### config.mk
export PLATFORM = sky130hd
export DESIGN_NAME = ibus_frame_receiver_top
export DESIGN_NICKNAME = d
export VERILOG_FILES = /design/src/rtl/ifr_pkg.sv /design/src/rtl/ifr_frame_logic.sv /design/src/rtl/ibus_frame_receiver_top.sv
export VERILOG_INCLUDE_DIRS = /design/src /design/src/rtl
export SDC_FILE = /design/constraint.sdc
export NUM_CORES = 1
export LEC_CHECK = 0
export ABC_AREA = 1
export ABC_CLOCK_PERIOD_IN_PS = 3800
export CAP_MARGIN = 0
export CORE_MARGIN = 4
export CORE_UTILIZATION = 43
export CTS_CLUSTER_DIAMETER = 120
export DETAILED_ROUTE_END_ITERATION = 8
export DONT_BUFFER_PORTS = 1
export HOLD_SLACK_MARGIN = 0.08
export PLACE_DENSITY_LB_ADDON = 0.08
export SLEW_MARGIN = 20
export SYNTH_ARGS = -nofsm -noshare
export SYNTH_HDL_FRONTEND = slang
export SYNTH_SLANG_ARGS = --single-unit
### constraint.sdc
create_clock -name clk -period 3.8 [get_ports clk]
set_input_delay 0.76 -clock clk [delete_from_list [all_inputs] [get_ports clk]]
set_output_delay 0.76 -clock clk [all_outputs]
set_load 0.01 [all_outputs]
### src/rtl/ibus_frame_receiver_top_defines.svh
// Assertion helpers used by the RTL top; clocked on clk, disabled in reset.
`ifndef IBUS_FRAME_RECEIVER_TOP_DEFINES_SVH
`define IBUS_FRAME_RECEIVER_TOP_DEFINES_SVH

// Same-cycle implication.
`define IFR_ASSERT_NOW(label, ante, cons) \
  label: assert property (@(posedge clk) disable iff (rst) (ante) |-> (cons)) \
    else $error("ifr assertion failed");

// Next-cycle implication.
`define IFR_ASSERT_NEXT(label, ante, cons) \
  label: assert property (@(posedge clk) disable iff (rst) (ante) |=> (cons)) \
    else $error("ifr assertion failed");

`endif

### src/rtl/ifr_pkg.sv
package ifr_pkg;

  // Result kinds, carried on m_tuser
  typedef enum logic [2:0] {
    KIND_DATA     = 3'd0,
    KIND_OK       = 3'd1,
    KIND_BAD      = 3'd2,
    KIND_TIMEOUT  = 3'd3,
    KIND_OVERFLOW = 3'd4
  } kind_t;

  // Input request kinds, carried on s_tuser
  localparam logic CMD_BYTE = 1'b0;
  localparam logic CMD_TICK = 1'b1;

  // Header byte positions within a frame
  localparam logic [7:0] POS_SRC = 8'd0;
  localparam logic [7:0] POS_LEN = 8'd1;
  localparam logic [7:0] POS_DST = 8'd2;

  localparam logic [7:0] HDR_BYTES     = 8'd3;
  localparam logic [7:0] MIN_END_COUNT = 8'd4;
  localparam logic [7:0] LEN_ADJUST    = 8'd2;
  localparam logic [7:0] COUNT_MAX     = 8'hFF;
  localparam logic [7:0] TIMEOUT_RESET = 8'd10;

  // Deframer state
  typedef struct packed {
    logic [7:0] byte_count;
    logic [7:0] running_xor;
    logic [7:0] frame_src;
    logic [7:0] frame_len_field;
    logic [7:0] frame_dst;
    logic [7:0] idle_ticks;
  } frame_state_t;

  // One result request
  typedef struct packed {
    logic       valid;
    kind_t      kind;
    logic [7:0] src;
    logic [7:0] dst;
    logic [7:0] data_len;
    logic [7:0] data_byte;
    logic [7:0] data_index;
  } frame_result_t;

endpackage

### src/rtl/ifr_frame_logic.sv
module ifr_frame_logic (
  input  ifr_pkg::frame_state_t  st,
  input  logic                   cmd,
  input  logic [7:0]             rx_byte,
  input  logic [7:0]             idle_timeout,
  output ifr_pkg::frame_state_t  st_next,
  output ifr_pkg::frame_result_t res
);
  import ifr_pkg::*;

  logic [7:0] ticks_inc;
  logic       ovf;
  logic [7:0] cnt;
  logic [7:0] xor_cur;
  logic       frame_end;

  assign ticks_inc = (st.idle_ticks == COUNT_MAX) ? COUNT_MAX : st.idle_ticks + 8'd1;
  // overflow: the incoming byte restarts a frame at position zero
  assign ovf       = (st.byte_count == COUNT_MAX);
  assign cnt       = ovf ? 8'd0 : st.byte_count;
  assign xor_cur   = ovf ? 8'd0 : st.running_xor;
  assign frame_end = (cnt >= MIN_END_COUNT) && (st.frame_len_field == cnt - 8'd1);

  // next state and result for one request
  always_comb begin
    st_next        = st;
    res.valid      = 1'b0;
    res.kind       = KIND_DATA;
    res.src        = st.frame_src;
    res.dst        = st.frame_dst;
    res.data_len   = st.frame_len_field - LEN_ADJUST;
    res.data_byte  = 8'd0;
    res.data_index = 8'd0;
    if (cmd == CMD_TICK) begin
      st_next.idle_ticks = ticks_inc;
      if ((st.byte_count != 8'd0) && (ticks_inc > idle_timeout)) begin
        res.valid           = 1'b1;
        res.kind            = KIND_TIMEOUT;
        st_next.byte_count  = 8'd0;
        st_next.running_xor = 8'd0;
      end
    end else begin
      st_next.idle_ticks = 8'd0;
      if (ovf) begin
        res.valid = 1'b1;
        res.kind  = KIND_OVERFLOW;
      end
      if (frame_end) begin
        // checksum byte closes the frame
        res.valid           = 1'b1;
        res.kind            = (rx_byte == xor_cur) ? KIND_OK : KIND_BAD;
        st_next.byte_count  = 8'd0;
        st_next.running_xor = 8'd0;
      end else begin
        case (cnt)
          POS_SRC: st_next.frame_src       = rx_byte;
          POS_LEN: st_next.frame_len_field = rx_byte;
          POS_DST: st_next.frame_dst       = rx_byte;
          default: begin
            res.valid      = 1'b1;
            res.kind       = KIND_DATA;
            res.data_byte  = rx_byte;
            res.data_index = cnt - HDR_BYTES;
          end
        endcase
        st_next.running_xor = xor_cur ^ rx_byte;
        st_next.byte_count  = cnt + 8'd1;
      end
    end
  end

endmodule

### src/rtl/ibus_frame_receiver_top.sv
// Bus frame receiver: deframes source, length, destination, data bytes and an
// XOR checksum from a byte stream.
// Input channel s_*: one request per received byte (s_tuser = 0, byte in
// s_tdata) or per millisecond tick (s_tuser = 1).
// Output channel m_*: one request per data byte, per closed frame (ok or bad
// checksum) and per aborted frame (timeout or overflow); header bytes and
// plain ticks give none.
// Output: m_* is registered; a result appears in the cycle after its input is accepted.
// Throughput: one input per cycle while the output is not stalled, set by the single
// output register; the state update is one pass of small logic.
// Stall: s_tready = !m_tvalid || m_tready, so while a result waits unread the
// block accepts no new input; it resumes in the cycle the result is taken.
// cfg_we/cfg_wdata set the idle timeout; write only while idle.
// Reset (rst, synchronous): frame state and idle count clear, idle timeout
// returns to 10, output register empties.
module ibus_frame_receiver_top (
  input  logic        clk,
  input  logic        rst,
  input  logic        s_tvalid,
  output logic        s_tready,
  input  logic [7:0]  s_tdata,   // rx_byte[7:0]
  input  logic        s_tuser,   // cmd[0]
  output logic        m_tvalid,
  input  logic        m_tready,
  output logic [39:0] m_tdata,   // src[7:0], dst[15:8], data_len[23:16],
                                 // data_byte[31:24], data_index[39:32]
  output logic [2:0]  m_tuser,   // kind[2:0]
  input  logic        cfg_we,
  input  logic [7:0]  cfg_wdata
);
  import ifr_pkg::*;

  `include "ibus_frame_receiver_top_defines.svh"

  frame_state_t  st;
  frame_state_t  st_next;
  frame_result_t res;
  frame_result_t res_q;
  logic [7:0]    idle_timeout;
  logic          s_acc;

  assign s_tready = !m_tvalid || m_tready;
  assign s_acc    = s_tvalid && s_tready;

  ifr_frame_logic u_logic (
    .st           (st),
    .cmd          (s_tuser),
    .rx_byte      (s_tdata),
    .idle_timeout (idle_timeout),
    .st_next      (st_next),
    .res          (res)
  );

  // state, config and output register
  always_ff @(posedge clk) begin
    if (rst) begin
      st           <= '0;
      idle_timeout <= TIMEOUT_RESET;
      m_tvalid     <= 1'b0;
    end else begin
      if (cfg_we) begin
        idle_timeout <= cfg_wdata;
      end
      if (s_acc) begin
        st <= st_next;
      end
      if (s_tready) begin
        m_tvalid <= s_acc && res.valid;
      end
    end
  end

  // payload needs no reset
  always_ff @(posedge clk) begin
    if (s_acc && res.valid) begin
      res_q <= res;
    end
  end

  assign m_tdata = {res_q.data_index, res_q.data_byte, res_q.data_len,
                    res_q.dst, res_q.src};
  assign m_tuser = res_q.kind;

  // checks
  `IFR_ASSERT_NOW(a_data_after_header,
                  s_acc && res.valid && (res.kind == KIND_DATA),
                  st.byte_count >= HDR_BYTES)
  `IFR_ASSERT_NEXT(a_byte_clears_idle, s_acc && (s_tuser == CMD_BYTE),
                   st.idle_ticks == 8'd0)
  `IFR_ASSERT_NEXT(a_abort_clears_count,
                   s_acc && res.valid && (res.kind == KIND_TIMEOUT),
                   (st.byte_count == 8'd0) && (st.running_xor == 8'd0))
  `IFR_ASSERT_NOW(a_nondata_zero_fields,
                  m_tvalid && (m_tuser != KIND_DATA),
                  m_tdata[39:24] == 16'd0)

endmodule

After elaboration in Yosys (flattened, before gate mapping)
Index checks and enable logic that the tools add are counted.
- input port bits: 22
- word-level logic and storage cells: 58
- output and inout port bits: 45
- bits in registers: 100
- bitwise operators: 3
- add/sub/neg operators: 5
- $lt $le $gt $ge: 2
- reductions and logical operators: 14
- mux-type cells: 13
- equal/unequal tests: 7
- operators by type and width (operator ; count):
    2-to-1 mux 16 bit ; 3
    2-to-1 mux 8 bit ; 4
    2-to-1 mux 4 bit ; 5
    adder 8 x 1 -> 8 bit, second input constant ; 2
    equality test 8 bit ; 2
    equality test 8 bit, second input constant ; 2
    subtractor 8 x 2 -> 8 bit, second input constant ; 2
    AND reduction 4 bit ; 3
    equality test 8 x 1 -> 1 bit, second input constant ; 1
    equality test 8 x 2 -> 1 bit, second input constant ; 1
    >= comparator 8 x 3 -> 1 bit, second input constant ; 1
    > comparator 8 bit ; 1
    zero test 8 bit ; 1
    nonzero test 8 bit ; 1
    subtractor 8 x 1 -> 8 bit, second input constant ; 1
    XOR 8 bit ; 1
    OR reduction 5 bit ; 1
    logical AND 1 bit ; 4
    OR reduction 3 bit ; 1
    2-to-1 mux 2 bit ; 1
    inequality test 2 x 1 -> 1 bit, second input constant ; 1
    inverter 1 bit ; 2
    AND reduction 2 bit ; 1
    zero test 1 bit ; 1
    logical OR 1 bit ; 1

Logic depth before layout (Yosys ltp)
Gate-level depths: netlist (run 1).
- word-level depth: 8
- gate-level depth with buffers: 22
- gate-level depth less buffers: 20

Cells and area by module
A second synthesis (run 1) with hierarchy kept.
- cell total of the unflattened synthesis: 863
- area total of the unflattened synthesis: 6207.2 um^2
- by module, submodules not included (module ; area each (um^2) ; cells an instance ; instances ; sequential area each (um^2)):
    ibus_frame_receiver_top ; 3816.2 ; 403 ; 1 ; 2432.3
    ifr_frame_logic ; 2391.0 ; 460 ; 1 ; 0.0

Worst setup path after synthesis (run 1)
No wires, ideal clock.
- path kind: register to register
- from: reg, netlist name st[0]
- to: reg res_q, in the netlist m_tdata[0], enable pin
- buffers on the path: 0
- required time: 3.403 ns
- path slack: 0.166 ns
- cell stages (with the launch flop): 20
- library setup time: 0.397 ns
- arrival time: 3.237 ns
- clock period less this slack: 3.634 ns
- cells stage by stage: dfxtp_1 > ha_1 > nand2_1 > nor2_1 > inv_1 > nor2_1 > nand2_1 > nor2_1 > inv_1 > o21ai_0 > ha_1 > nand4_1 > nor3_1 > a41oi_1 > nand2_1 > nand2_1 > nand2_1 > clkinv_1 > o21ai_0 > inv_1
- cells in the longest elaborated chain, start to end: 7
- elaborated cells between the ends (all ways): 8
- classes of those cells: add/sub (1); order compare (1); eq/ne (1); mux (3); reduce/logical (2)
- ends and longest elaborated chain (item ; RTL line ; RTL):
    adder 8 x 1 -> 8 bit / equality test 8 bit (equally long branches) ; ifr_frame_logic.sv:17 ; assign ticks_inc = (st.idle_ticks == COUNT_MAX) ? COUNT_MAX : st.idle_ticks + 8'd1;
    2-to-1 mux 8 bit * ; ifr_frame_logic.sv:17 ;
    > comparator 8 bit * ; ifr_frame_logic.sv:36 ; if ((st.byte_count != 8'd0) && (ticks_inc > idle_timeout)) begin
    logical AND 1 bit * ; ifr_frame_logic.sv:36 ;
    2-to-1 mux 4 bit * ; ifr_frame_logic.sv:36 ;
    2-to-1 mux 4 bit * ; ifr_frame_logic.sv:34 ; if (cmd == CMD_TICK) begin
    logical AND 1 bit * ; ibus_frame_receiver_top.sv:75 ; if (s_acc && res.valid) begin
    end signal: assignment ; ibus_frame_receiver_top.sv:76 ; res_q <= res;
    end: declaration ; ibus_frame_receiver_top.sv:38 ; frame_result_t res_q;
Mark *: on every way between the ends. The rest lies on a longest branch, timed or not.
A chain may end at the register's enable or synchronous reset.

Worst setup path in the final report (run 1)
- from: reg, netlist name st[0]
- to: reg res_q, in the netlist m_tdata[32], enable pin
- cells in the longest elaborated chain, start to end: 7
- elaborated cells between the ends (all ways): 8
- classes of those cells: add/sub (1); order compare (1); eq/ne (1); mux (3); reduce/logical (2)
- ends and longest elaborated chain (item ; RTL line):
    adder 8 x 1 -> 8 bit / equality test 8 bit (equally long branches) ; ifr_frame_logic.sv:17
    2-to-1 mux 8 bit * ; ifr_frame_logic.sv:17
    > comparator 8 bit * ; ifr_frame_logic.sv:36
    logical AND 1 bit * ; ifr_frame_logic.sv:36
    2-to-1 mux 4 bit * ; ifr_frame_logic.sv:36
    2-to-1 mux 4 bit * ; ifr_frame_logic.sv:34
    logical AND 1 bit * ; ibus_frame_receiver_top.sv:75
Marks and branches as above.

==> results of run 1 <==
==> flip-flops by register name (all words and copies together), names as in the netlist <==
name          count
st               48
idle_timeout      8
m_tdata          40
m_tvalid          1
m_tuser           3
==> stage by stage <==
stage	util, %	setup slack (ns)	cell area (sq um)	std cells	hold WS (ns)
2_1_floorplan	-	0.166	5040	600	0.409
3_3_place_gp	44.7	0.540	5120	726	0.417
3_5_place_dp	44.7	0.436	5120	726	0.421
4_1_cts	47.4	0.410	5440	742	0.438
5_1_grt	47.7	0.0143	5470	743	0.448
6_report	47.7	0.449	5470	743	0.435
==> metal layers <==
layer	part of all wire (%)	GRT usage [%]	vias to the layer above
met1	49	25.0	1760
met2	43	26.7	91
met3	5.6	4.46	13
met4	1.8	6.96	0
met5	0	0	-
li1	-	-	1960
==> where the power goes <==
group	switching [mW]	leakage, nW	internal, mW	total [mW]
clock network	0.392	0.146	0.580	0.972
registers	0.0335	0.862	1.17	1.20
logic	0.144	1.18	0.0709	0.215
==> cell usage after synthesis <==
cell type / number
a21oi_1: 57
a41oi_1: 1
and2_1: 1
buf_2: 3
buf_4: 1
buf_6: 7
clkbuf_1: 10
clkinv_1: 2
dfxtp_1: 57
edfxtp_1: 43
ha_1: 17
inv_1: 69
inv_2: 2
nand2_1: 136
nand2_2: 7
nand2_4: 3
nand3_1: 48
nand3_2: 2
nand3b_1: 1
nand4_1: 13
nand4_4: 2
nor2_1: 40
nor2_2: 14
nor2_4: 1
nor2_8: 1
nor3_1: 8
o211ai_1: 1
o21a_1: 1
o21ai_0: 19
o21ai_1: 2
o21ai_2: 1
o21bai_1: 1
o221ai_1: 1
o31ai_1: 2
o31ai_4: 1
or2_2: 3
xnor2_1: 3
xor2_1: 19
==> worst reg2reg max path, stage by stage (launching register included) <==
cell and delay, ns:
dfxtp_1 0.39, ha_1 0.19, nand2_1 0.07, nor2_1 0.09, inv_1 0.05, nor2_1 0.14, nand2_1 0.12, nor2_2 0.16
inv_1 0.11, o21ai_0 0.13, ha_1 0.29, nand4_1 0.12, nor3_1 0.06, a41oi_1 0.21, nand2_1 0.08, nand2_1 0.06
nand2_1 0.06, clkinv_1 0.17, o21ai_0 0.17, inv_2 0.16, clkbuf_16 0.23
==> kinds of logic after synthesis <==
kind of cell / count (synthesis)
AO/OA/AOI/OAI: 87
XOR/XNOR: 22
adder cells (fa/ha/maj): 17
buffers and inverters: 94
flip-flops: 100
AND/OR/NAND/NOR: 280
==> path summary, 6_finish.rpt <==
kind	end	slack, ns	cells past startpoint
max	m_tdata[32]	0.45	20
min	m_tdata[6]	0.43	0
max reg2reg	m_tdata[32]	0.45	20
min reg2reg	m_tdata[6]	0.43	0
==> final cells by class <==
| class | count | area, sq um |
|---|---|---|
| clock inverter | 5 | 83.8 |
| tap | 143 | 179 |
| inverter | 73 | 274 |
| multi-input combinational | 406 | 2200 |
| timing repair buffer | 5 | 67.6 |
| fill | 1088 | 6000 |
| clock buffer | 11 | 233 |
| sequential | 100 | 2430 |
==> reports/results.tsv, run 1 <==
metric	value	unit
yosys-top-cells-area	edfxtp_1 26%, dfxtp_1 23%, nand2_1 10%	
fmax	298	MHz
synthAdderAreaFrac	4.22	%
coreArea	11500	sq um
drt-wirelength-per-cell	15.4	um
synth_cells	600	
first_iter_violations	300	
drtPass1Iterations	4	
clock_latency	0.35	ns
route.detailed.drc	0	
crit_slowest_cell	dfxtp_1	
drive_gt1_share	9.67	%
synth-simple-area-share	26.1	%
gr-total-overflow	0	
hpwlAfterDp	8220	um
status	completed	
min_from	st[30]	
period_needed	3.35	ns
ys_seq_area_share	48.3	%
diodes	0	
grt_pass1_wl	18500	um
via_count	3824	
synth_top_family_by_area	simple AND/OR/NAND/NOR gates	
cap_violations	0	
vias_per_cell	5.15	
die_area	13500	sq um
ioPinCount	67	
worstSetupPathType	register to register	
cts_hold_buf	0	
layout_commonest_cell	nand2_1	
slew_violations	0	
cp_common_cell	nand2_1	
skew	0.00848	ns
r2r_start	st[0]	
synth_compound_area_share	9.43	%
muxShareOfSynthArea	0	%
synth_cell_types	38	
numCtsBuffers	9	
cts.sinks	100	
critPathRequiredTime	3.86	ns
grt_max_degree	44	
p_total	2.39	mW
rsz0062_at_grt	false	
cts_setup_buffers	0	
max_slew_margin	66.0	%
critPathLaunch	st[0]	
end_kind	register	
start_kind	register	
hold_class	register to register	
powerDensity	437	nW/um^2
initial_core_util	43.9	%
critPathTopFamily	simple AND/OR/NAND/NOR gates	
layout_common_cells	136 x nand2_1, 68 x inv_1, 57 x a21oi_1, 57 x dfxtp_1, 48 x nand3_1	
antenna_found_initial	0	
arrival	3.41	ns
cts_max_path_buffers	2	
synth_top_area_share	25.6	%
vdd_drop_max	0.287	mV
netlist_area	5040	sq um
clkTransAtPathRegs	0.07	ns
cts-root-buf	clkbuf_16	
grt_pass1_vias	3545	
hold_violations	0	
core.rowCount	39	
cts_resized	0	
cts_tree	done	
avgSynthCellArea	8.40	sq um
place.gp.congestion	0.825	
timing.critical_path.cells	ha_1 > nand2_1 > nor2_1 > inv_1 > nor2_1 > nand2_1 > nor2_2 > inv_1 > o21ai_0 > ha_1 > nand4_1 > nor3_1 > a41oi_1 > nand2_1 > nand2_1 > nand2_1 > clkinv_1 > o21ai_0 > inv_2 > clkbuf_16	
tns	0	ns
track_usage	17.9	%
critical-path-max-stage-delay	0.39	ns
path_buf_inv	5	
io_buffers	0	
final.period_utilization	88.2	%
routed_wl	11400	um
ant_nets	0	
die_x	116	um
worst-path-max-fanout	21	
area_growth	8.47	%
finalSetupViolCount	0	
synthXorXnorAreaFrac	3.82	%
p_leak	2.19	nW
die_y	116	um
synth_fp_nets	639	
num-nets-final	634	
h-tree-depth	3	
synth_top_area_cell	edfxtp_1	
ys_ff_latch	100	
tightest_slew	0.510	ns
ys_warn_count	0	
Note: power is estimated with default switching activity, not from simulation.
==> run 2: changes to the inputs <==
Settings changed: ABC_CLOCK_PERIOD_IN_PS 3800 to 3700, REMOVE_ABC_BUFFERS from default to 1.
Clock period 3.8 ns to 3.7 ns, I/O delays scaled along.
==> run 2 against run 1 <==
Effect of this change: clock-buffer cell count fell by 1; largest cell class unchanged; critical path depth stayed put; final cell count rose by 0.81%; total power is 0.28% lower; largest power group unchanged; highest routed layer unchanged.
==> reports/results.tsv, run 2 (synthesized netlist as in run 1, its figures left out) <==
metric	value	unit	change
grtUsageMet3	4.30	%	was 4.46%
ioPinCount	67		unchanged
tightest_slew	0.533	ns	was 0.510 ns
layout_commonest_cell	nand2_1		unchanged
area_growth	8.89	%	was 8.47%
core.rowCount	39		unchanged
arrival	3.35	ns	was 3.41 ns
cts_tree	done		unchanged
die_x	116	um	unchanged
slew_violations	0		unchanged
timing.critical_path.cells	ha_1 > nand2_1 > nor2_1 > inv_1 > nor2_1 > nand2_1 > nor2_2 > inv_1 > o21ai_0 > ha_1 > nand4_1 > nor3_1 > a41oi_1 > nand2_1 > nand2_1 > nand2_1 > clkinv_1 > o21ai_0 > inv_2 > clkbuf_16		unchanged
numCtsBuffers	9		unchanged
final.period_utilization	88.9	%	was 88.2%
track_usage	17.9	%	about the same
cts_hold_buf	0		unchanged
vias_per_cell	5.16		was 5.15
critical-path-max-stage-delay	0.39	ns	about the same
grt_max_degree	42		was 44
p_leak	2.21	nW	was 2.19 nW
critPathTopFamily	simple AND/OR/NAND/NOR gates		unchanged
drive_gt1_share	10.9	%	was 9.67%
grt_pass1_vias	3638		was 3545
placed_area	5140	sq um	was 5120 sq um
end_kind	register		unchanged
route.detailed.drc	0		unchanged
fmax	304	MHz	was 298 MHz
antenna_found_initial	0		unchanged
worst-path-max-fanout	20		was 21
clkTransAtPathRegs	0.07	ns	about the same
vdd_drop_max	0.324	mV	was 0.287 mV
cp_common_cell	nand2_1		unchanged
critPathRequiredTime	3.76	ns	was 3.86 ns
die_area	13500	sq um	unchanged
hpwlAfterDp	8270	um	was 8220 um
place_inst	729		was 726
powerDensity	434	nW/um^2	was 437 nW/um^2
cts-root-buf	clkbuf_16		unchanged
regMostFlops	st		unchanged
coreArea	11500	sq um	unchanged
finalCoreUtilization	47.9	%	was 47.7%
met1_usage	24.9	%	was 25.0%
start_kind	register		unchanged
diodes	0		unchanged
hold_class	register to register		unchanged
gr-total-overflow	0		unchanged
grtUsageMet2	26.5	%	was 26.7%
path_buf_inv	5		unchanged
period_needed	3.29	ns	was 3.35 ns
crit_slowest_cell	dfxtp_1		unchanged
max_slew_margin	64.4	%	was 66.0%
place.gp.congestion	0.892		was 0.825
fin_ws	0.411	ns	was 0.449 ns
stdcell_area	5490	sq um	was 5470 sq um
p_total	2.38	mW	was 2.39 mW
layout_common_cells	136 x nand2_1, 68 x inv_1, 57 x a21oi_1, 57 x dfxtp_1, 48 x nand3_1		unchanged
routed_wl	11500	um	was 11400 um
status	completed		unchanged
num-fill-cells	1133		was 1088
first_iter_violations	292		was 300
die_y	116	um	unchanged
initial_core_util	43.9	%	unchanged
hold_violations	0		unchanged
tns	0	ns	unchanged
h-tree-depth	3		unchanged
finalSetupViolCount	0		unchanged
top_usage_layer	met2		unchanged
cap_violations	0		unchanged
worstSetupPathType	register to register		unchanged
skew	0.00619	ns	was 0.00848 ns
drt-wirelength-per-cell	15.4	um	about the same
via_count	3863		was 3824
drtPass1Iterations	5		was 4
rsz0062_at_grt	false		unchanged
holdWs	0.436	ns	was 0.435 ns
io_buffers	0		unchanged
grt_pass1_wl	18600	um	was 18500 um
ant_nets	0		unchanged
cts_max_path_buffers	2		unchanged
dp_slack	0.388	ns	was 0.436 ns
cts.sinks	100		unchanged
largest_reg_flops	48		unchanged
clock_latency	0.35	ns	about the same
stdcell_count	749		was 743
num-nets-final	640		was 634
run 2: what timing repair did:
item | 4_1_cts | 5_1_grt
endpoints found under the setup margin | 0 | 40
gates resized for setup | 0 | 1
setup buffers | 0 | 3
run 2: layout make-up:
class	count	area, sq um	area share (%)
inverters	73	274	4.99
clock buffers	10	239	4.35
multi-input cells	406	2200	40.0
clock inverters	6	53.8	0.980
flip-flops and latches	100	2430	44.3
well taps	143	179	3.26
repair buffers	11	113	2.05
run 2: worst reg2reg max path, delay by kind of cell, from the launching register on:
kind | cells | cell delay (ns)
buf+inv | 5 | 0.68
simple gates | 10 | 0.92
flops | 1 | 0.39
fa+ha+maj | 2 | 0.50
compound gates | 3 | 0.49
run 2: metal layers:
layer,vias to the layer above,part of all wire [%]
met5,-,0
met4,0,2.0
met3,16,5.1
met2,103,43
met1,1771,50
li1,1973,-
run 2: path summary, 6_finish.rpt:
kind | from | end | slack (ns) | cells past startpoint
max reg2reg | st[0] | m_tdata[35] | 0.41 | 20
min | st[14] | m_tdata[14] | 0.44 | 0
max | st[0] | m_tdata[35] | 0.41 | 20
min reg2reg | st[14] | m_tdata[14] | 0.44 | 0
run 2: report_power, final:
group	switching [mW]	internal, mW	leakage (nW)	total (mW)
clock	0.437	0.486	0.142	0.923
combinational	0.148	0.0770	1.21	0.225
sequential	0.0345	1.20	0.862	1.24
total	0.619	1.76	2.21	2.38
